<file path="config.mk">
export PLATFORM = sky130hd
export DESIGN_NAME = dat_div
export DESIGN_NICKNAME = d
export VERILOG_FILES = /design/src/sv/dat_pkg.sv /design/src/sv/dat_div.sv
export SDC_FILE = /design/constraint.sdc
export NUM_CORES = 1
export LEC_CHECK = 0
export BUFFER_PORTS_ARGS = -buffer_cell sky130_fd_sc_hd__buf_2
export CORE_AREA = 2 2 100 102
export DETAILED_ROUTE_END_ITERATION = 8
export DIE_AREA = 0 0 102 104
export GPL_TIMING_DRIVEN = 0
export PLACE_DENSITY = 0.75
export SETUP_SLACK_MARGIN = 0.05
export SYNTH_ARGS = -nofsm -noshare
export SYNTH_HDL_FRONTEND = slang
export SYNTH_SLANG_ARGS = --single-unit
export TNS_END_PERCENT = 5
</file>
<file path="constraint.sdc">
create_clock -name clk -period 4.4 [get_ports clk]
set_input_delay 0.44 -clock clk [delete_from_list [all_inputs] [get_ports clk]]
set_output_delay 0.44 -clock clk [all_outputs]
set_load 0.005 [all_outputs]
</file>
<file path="src/sv/dat_pkg.sv">
// ----------------------------------------------------------------------------
// Disk access time model package
// Field widths, register indexes, reset values and shared structs.
// ----------------------------------------------------------------------------
package dat_pkg;

  // Field widths
  localparam int TIME_W     = 28;
  localparam int CYL_W      = 16;
  localparam int SEC_W      = 10;
  localparam int CNT_W      = 12;
  localparam int RPM_W      = 15;
  localparam int SEEK_W     = 7;
  localparam int CFG_IDX_W  = 8;
  localparam int CFG_DATA_W = 16;

  // Shared divider: quotient width, divisor width, bits retired per cycle
  localparam int DIV_W         = 28;
  localparam int DIVISOR_W     = 16;
  localparam int DIV_STEP_BITS = 2;
  localparam int DIV_STEPS     = DIV_W / DIV_STEP_BITS;
  localparam int DIV_CNT_W     = $clog2(DIV_STEPS);

  // Shared multiplier operand width
  localparam int MUL_W = 16;

  localparam logic [TIME_W-1:0] TIME_MAX   = 28'hFFF_FFFF;
  localparam logic [MUL_W-1:0]  MS_PER_MIN = 16'd60000;

  // Register indexes
  localparam logic [CFG_IDX_W-1:0] REG_SPINDLE_RPM       = 8'd0;
  localparam logic [CFG_IDX_W-1:0] REG_AVERAGE_SEEK_MS   = 8'd1;
  localparam logic [CFG_IDX_W-1:0] REG_CYLINDER_TOTAL    = 8'd2;
  localparam logic [CFG_IDX_W-1:0] REG_SECTORS_PER_TRACK = 8'd3;

  // Register reset values
  localparam logic [RPM_W-1:0]  RST_SPINDLE_RPM       = 15'd7200;
  localparam logic [SEEK_W-1:0] RST_AVERAGE_SEEK_MS   = 7'd4;
  localparam logic [CYL_W-1:0]  RST_CYLINDER_TOTAL    = 16'd1024;
  localparam logic [SEC_W-1:0]  RST_SECTORS_PER_TRACK = 10'd64;

  typedef struct packed {
    logic [RPM_W-1:0]  spindle_rpm;
    logic [SEEK_W-1:0] average_seek_ms;
    logic [CYL_W-1:0]  cylinder_total;
    logic [SEC_W-1:0]  sectors_per_track;
  } cfg_t;

  typedef struct packed {
    logic                 start;
    logic [DIV_W-1:0]     dividend;
    logic [DIVISOR_W-1:0] divisor;
  } div_req_t;

  typedef struct packed {
    logic                 busy;
    logic                 done;
    logic [DIV_W-1:0]     quotient;
    logic [DIVISOR_W-1:0] remainder;
  } div_rsp_t;

endpackage

</file>
<file path="src/sv/dat_div.sv">
// ----------------------------------------------------------------------------
// Disk access time model: shared divider
// Restoring unsigned divider, two quotient bits per cycle.
// ----------------------------------------------------------------------------
module dat_div (
  input  logic                clk,
  input  logic                rst_n,
  input  dat_pkg::div_req_t   req,
  output dat_pkg::div_rsp_t   rsp
);

  logic                             busy_r;
  logic                             done_r;
  logic [dat_pkg::DIV_CNT_W-1:0]    step_r;
  logic [dat_pkg::DIV_W-1:0]        quo_r;
  logic [dat_pkg::DIVISOR_W-1:0]    rem_r;
  logic [dat_pkg::DIVISOR_W-1:0]    divisor_r;

  logic [dat_pkg::DIV_W-1:0]        quo_nxt;
  logic [dat_pkg::DIVISOR_W-1:0]    rem_nxt;
  logic [dat_pkg::DIVISOR_W:0]      trial;
  logic [dat_pkg::DIVISOR_W:0]      diff;
  logic                             qbit;

  // Two dependent shift/compare/subtract steps per cycle
  always_comb begin
    rem_nxt = rem_r;
    quo_nxt = quo_r;
    trial   = '0;
    diff    = '0;
    qbit    = 1'b0;
    for (int i = 0; i < dat_pkg::DIV_STEP_BITS; i++) begin
      trial = {rem_nxt, quo_nxt[dat_pkg::DIV_W-1]};
      diff  = trial - {1'b0, divisor_r};
      qbit  = (trial >= {1'b0, divisor_r});
      rem_nxt = qbit ? diff[dat_pkg::DIVISOR_W-1:0] : trial[dat_pkg::DIVISOR_W-1:0];
      quo_nxt = {quo_nxt[dat_pkg::DIV_W-2:0], qbit};
    end
  end

  // Control
  always_ff @(posedge clk) begin
    if (!rst_n) begin
      busy_r <= 1'b0;
      done_r <= 1'b0;
      step_r <= '0;
    end else begin
      done_r <= 1'b0;
      if (req.start && !busy_r) begin
        busy_r <= 1'b1;
        step_r <= dat_pkg::DIV_CNT_W'(dat_pkg::DIV_STEPS - 1);
      end else if (busy_r) begin
        if (step_r == '0) begin
          busy_r <= 1'b0;
          done_r <= 1'b1;
        end else begin
          step_r <= step_r - 1'b1;
        end
      end
    end
  end

  // Datapath
  always_ff @(posedge clk) begin
    if (req.start && !busy_r) begin
      quo_r     <= req.dividend;
      rem_r     <= '0;
      divisor_r <= req.divisor;
    end else if (busy_r) begin
      quo_r <= quo_nxt;
      rem_r <= rem_nxt;
    end
  end

  assign rsp.busy      = busy_r;
  assign rsp.done      = done_r;
  assign rsp.quotient  = quo_r;
  assign rsp.remainder = rem_r;

endmodule

</file>
# [After elaboration in Yosys (flattened, before gate mapping)]
# Index checks and enable logic that the tools add are counted.
# Widths: inputs -> output; s select.
[classes] mux=11 n_reduce_logical=8 n_eq_ne=1 n_addsub=3 n_lt_le_gt_ge=2 bitwise_logic=3
[ops] operator="$mux 28" n=2
[ops] operator="$ge 17x16->1" n=2
[ops] operator="$mux 16" n=2
[ops] operator="$sub 16x16->16" n=2
[ops] operator="$mux 4" n=3
[ops] operator="$logic_not 4->1" n=1
[ops] operator="$mux 1" n=4
[ops] operator="$reduce_and 2->1" n=2
[ops] operator="$sub 4x1->4 const B" n=1
[ops] operator="$not 1->1" n=3
[ops] operator="$reduce_or 3->1" n=1
[ops] operator="$ne 2x2->1 const B" n=1
[ops] operator="$reduce_bool 2->1" n=1
[ops] operator="$reduce_or 2->1" n=1
[ops] operator="$logic_and 1x1->1" n=1
[ops] operator="$logic_not 1->1" n=1
[totals] wordCells=35 reg_bits=66

# [Depth between registers and ports, before layout]
[logic_depth] word_depth=5 ltp_mapped=21 mapped_depth_nobuf=19

# [Worst setup path after synthesis]
# OpenSTA, ideal clock, no wires.
[synth_path] path_kind="reg-to-reg" start="reg divisor_r[14] (netlist name)" end="reg rem_r[4] (netlist name)" path_slack_ns=0.094 t_required_ns=4.283 arrival_time_ns=4.189 path_stages_with_launch=18 synth_period_minus_slack_ns=4.306 n_path_buf=1 path_cell_list="edfxtp_1 > inv_1 > ha_1 > a21o_1 > a211o_1 > a211oi_1 > a21oi_2 > a21oi_1 > ha_1 > nor2b_1 > o31a_1 > o31a_1 > o31ai_2 > a211o_1 > o211ai_4 > buf_6 > mux2_4 > a22o_1"
[synth_via] elab_chain_cells=4
[synth_rtl] item="from (decl)" line="dat_div.sv:17" text="logic [dat_pkg::DIVISOR_W-1:0] divisor_r;"
[synth_rtl] item="from (signal assigned)" line="dat_div.sv:68" text="divisor_r <= req.divisor;"
[synth_rtl] item="$ge 17x16->1 / $sub 16x16->16 (equally long branches)" line="dat_div.sv:35, dat_div.sv:34"
[synth_rtl] item="$mux 16" line="dat_div.sv:36" text="rem_nxt = qbit ? diff[dat_pkg::DIVISOR_W-1:0] : trial[dat_pkg::DIVISOR_W-1:0];"
[synth_rtl] item="$sub 16x16->16 / $ge 17x16->1 (equally long branches)" line="dat_div.sv:34, dat_div.sv:35"
[synth_rtl] item="$mux 16 *" line="dat_div.sv:36"
[synth_rtl] item="to (signal assigned)" line="dat_div.sv:71" text="rem_r <= rem_nxt;"
[synth_rtl] item="to (decl)" line="dat_div.sv:16" text="logic [dat_pkg::DIVISOR_W-1:0] rem_r;"
# Every way passes the cells marked *; elsewhere a longest branch is shown, timed or not.
# A chain may end at the register's enable or synchronous reset.

# [Worst setup path in the final report]
[layout_path] start="reg divisor_r[14] (netlist name)" end="reg rem_r[9] (netlist name)"
# The elaborated chain is that of the path after synthesis.

==> results.ini <==
[worst_setup_path]
setup.worst_path.end_class = flip-flop
timing.critical_path.arrival_ps = 4610
cp_num_buf_inv = 4
max_stage_delay_ps = 380
crit_family = compound AO/OA/AOI/OAI gates
critical_path.startpoint = divisor_r[14]
path_cells = inv_2 -> ha_4 -> a21o_1 -> a211o_1 -> a211oi_4 -> a21o_1 -> buf_6 -> buf_12 -> o31ai_1 -> ha_1 -> nand4_1 -> nor2_1 -> o31a_1 -> o31ai_4 -> a211o_1 -> o211ai_4 -> buf_12 -> mux2_4 -> a22o_1
cp.depth = 19
cp_max_fo = 6
rr_startpoint = divisor_r[14]
timing.critical_path.from_type = flip-flop
worst_path_max_delay_cell = sky130_fd_sc_hd__edfxtp_1
critPathRequiredTime_ps = 4640
crit_type = reg2reg
ff2ff_path_depth = 19

[synth]
yosys_most_used_dff = sky130_fd_sc_hd__edfxtp_1
syn-cell-area_um2 = 4410
synthesis.yosys.warnings = 0
ys_async_sr_fraction = 0
synth_cell_types = 70
postSynthAreaPerCell_um2 = 9.27
synth_top_cell_by_area = sky130_fd_sc_hd__edfxtp_1
post-synth-top-count-cell = sky130_fd_sc_hd__nand2_1
ys_top_cells_by_count = sky130_fd_sc_hd__nand2_1, sky130_fd_sc_hd__edfxtp_1, sky130_fd_sc_hd__nor2_1, sky130_fd_sc_hd__ha_1, sky130_fd_sc_hd__inv_1
synthCells = 476
synth_enable_flop_cells = 44
synth_top_area_share = 0.299
ys_seq_elements = 66
part_of_the_yosys_area_used_for_sequential_elements = 0.399
synth_fp_nets = 558
synth_top_area_cells = sky130_fd_sc_hd__edfxtp_1, sky130_fd_sc_hd__dfxtp_1, sky130_fd_sc_hd__ha_1

[timing]
achievable-frequency_mhz = 229
layout_setup_ws_ps = 26.3
whs_ps = 249
unrepaired_setup_endpoints_after_global_routing = yes
timing_hold_violations_final = 0
finalClockSkew_ps = 15.3
slew_headroom = 0.276
slew_violations = 0
post-route-period-util = 0.994
tightest_slew_ps = 1090
layout_min_cycle_time_ps = 4370
number_of_setup_violations_in_the_final_report = 0

[detailed_routing]
routed_via_density = 5.68
drt_first_pass_iters = 6
first_iter_violations = 297
postRouteWirelength_um = 13100
routed_length_per_placed_instance_um = 17.6
route.detailed.drc = 0
ant_nets = 0
via_count = 4219

[clocking]
tritoncts_clock_tree = yes
ctsLongestPathBuffers = 2
worst_skew_pair.late_latency_ps = 360
reg_clk_slew_reported_paths_ps = 80
clock_buffer_count_from_cts = 9
post_cts_hold_buffer_count = 0
ctsHtreeMaxLevel = 3
cts.sink_count = 66
clockRootBuffer = sky130_fd_sc_hd__clkbuf_8

[global_routing]
grt_antenna_before_repair = 0
global_route.usage.total = 0.224
grt_pass1_vias = 3931
grt_overflow_total = 0
grt_pass1_wl_um = 18800
maximum_number_of_pins_on_one_net_before_global_route_repair = 29

[layout]
final_core_util = 0.620
design_area_um2 = 5920
num-fill-cells = 782
diodes = 0
fraction_of_final_layout_cells_with_drive_strength_greater_than_1 = 0.367
nets = 687
areaGrowthSynthToFinish_pct = 34.0

[min_path]
hp-class = in2reg
worst_hold_path.num_cells = 1
hp-start = req[4]

[power]
peakVddDrop_mv = 0.203
static-leakage-power_uw = 0.00265
power.density_cell_area_nw_per_um2 = 311

[placed_design]
port_buffers = 92
hpwl_um = 8390
pre_cts_ws_ps = -537
post_detailed_placement_cell_area_um2 = 5060
gp_routability_congestion = 0.919

[job]
max_cap_violations = 0

[floorplan]
die-width_um = 102
die_area_um2 = 10600
die_h_um = 104
core_area_um2 = 9550
floorplan.rows = 36
floorplan.initialDensity = 0.462
boundaryPins = 93

[status]
run_status = complete, no violations

==> registers in the layout (all words and copies together), names as in the netlist <==
register and cells:
step_r 4, done_r 1, rem_r 16, quo_r 28, busy_r 1, divisor_r 16
==> cell families after synthesis <==
logic type      after synthesis  synth area share
xor+xnor                     25            0.0513
mux                          17            0.0431
simple gates                175             0.174
buf+inv                      47            0.0459
fa+ha+maj                    35             0.103
compound gates              111             0.184
flops                        66             0.399
==> report_power, final <==
part	internal, uW	switching, uW
combinational	245	302
clock	263	253
sequential	736	40.6
total	1240	596
==> timing repair <==
action	4_1_cts	5_1_grt
gates cloned	0	0
setup buffers	17	9
pin swaps	17	26
setup endpoints to repair	17	17
gates resized for setup	39	52
==> cell type report <==
type | count | area [um^2] | share of cell area
sequential | 66 | 1760 | 0.298
clock buffer | 10 | 128 | 0.0216
inverter | 32 | 120 | 0.0203
timing repair buffer | 119 | 716 | 0.121
multi-input combinational | 363 | 2860 | 0.484
tap | 133 | 166 | 0.0281
clock inverter | 6 | 66.3 | 0.0112
buffer | 14 | 97.6 | 0.0165
==> cells in the final DEF, fill, tap and decap left out, drive strengths merged, types with 5 or more instances in the layout <==
| cell | instances |
|---|---|
| buf | 127 |
| nand2 | 97 |
| edfxtp | 44 |
| nor2 | 36 |
| inv | 33 |
| ha | 33 |
| a21oi | 29 |
| dfxtp | 22 |
| o21ai | 20 |
| xnor2 | 16 |
| clkbuf | 16 |
| mux2 | 13 |
| a22o | 11 |
| a21o | 9 |
| xor2 | 9 |
| nand3 | 7 |
| nor3 | 5 |
| and2 | 5 |
==> per-layer routing <==
metal  vias to the layer above  global-route usage  part of all wire
met5                         -                   0                 0
met4                         0               0.105             0.031
met3                        48              0.0578             0.071
met2                       199               0.362              0.50
met1                      2021               0.277              0.40
li1                       1951                   -                 -
==> through the flow <==
| step | total power [uW] | setup TNS [ps] | std cells |
|---|---|---|---|
| 5_1_grt | 1910 | -814 | 743 |
| 3_3_place_gp | 1200 | -4160 | 701 |
| 6_report | 1840 | 0 | 743 |
| 3_5_place_dp | 1220 | -5950 | 702 |
| 2_1_floorplan | 1070 | 0 | 476 |
| 4_1_cts | 1770 | -13.2 | 735 |
==> final timing paths <==
path | slack (ps) | endpoint
hold reg to reg | 520 | done_r
hold / removal | 250 | divisor_r[4]
setup / recovery | 30 | rem_r[9]
setup reg to reg | 30 | rem_r[9]
Power figures use the tool's default switching activity.
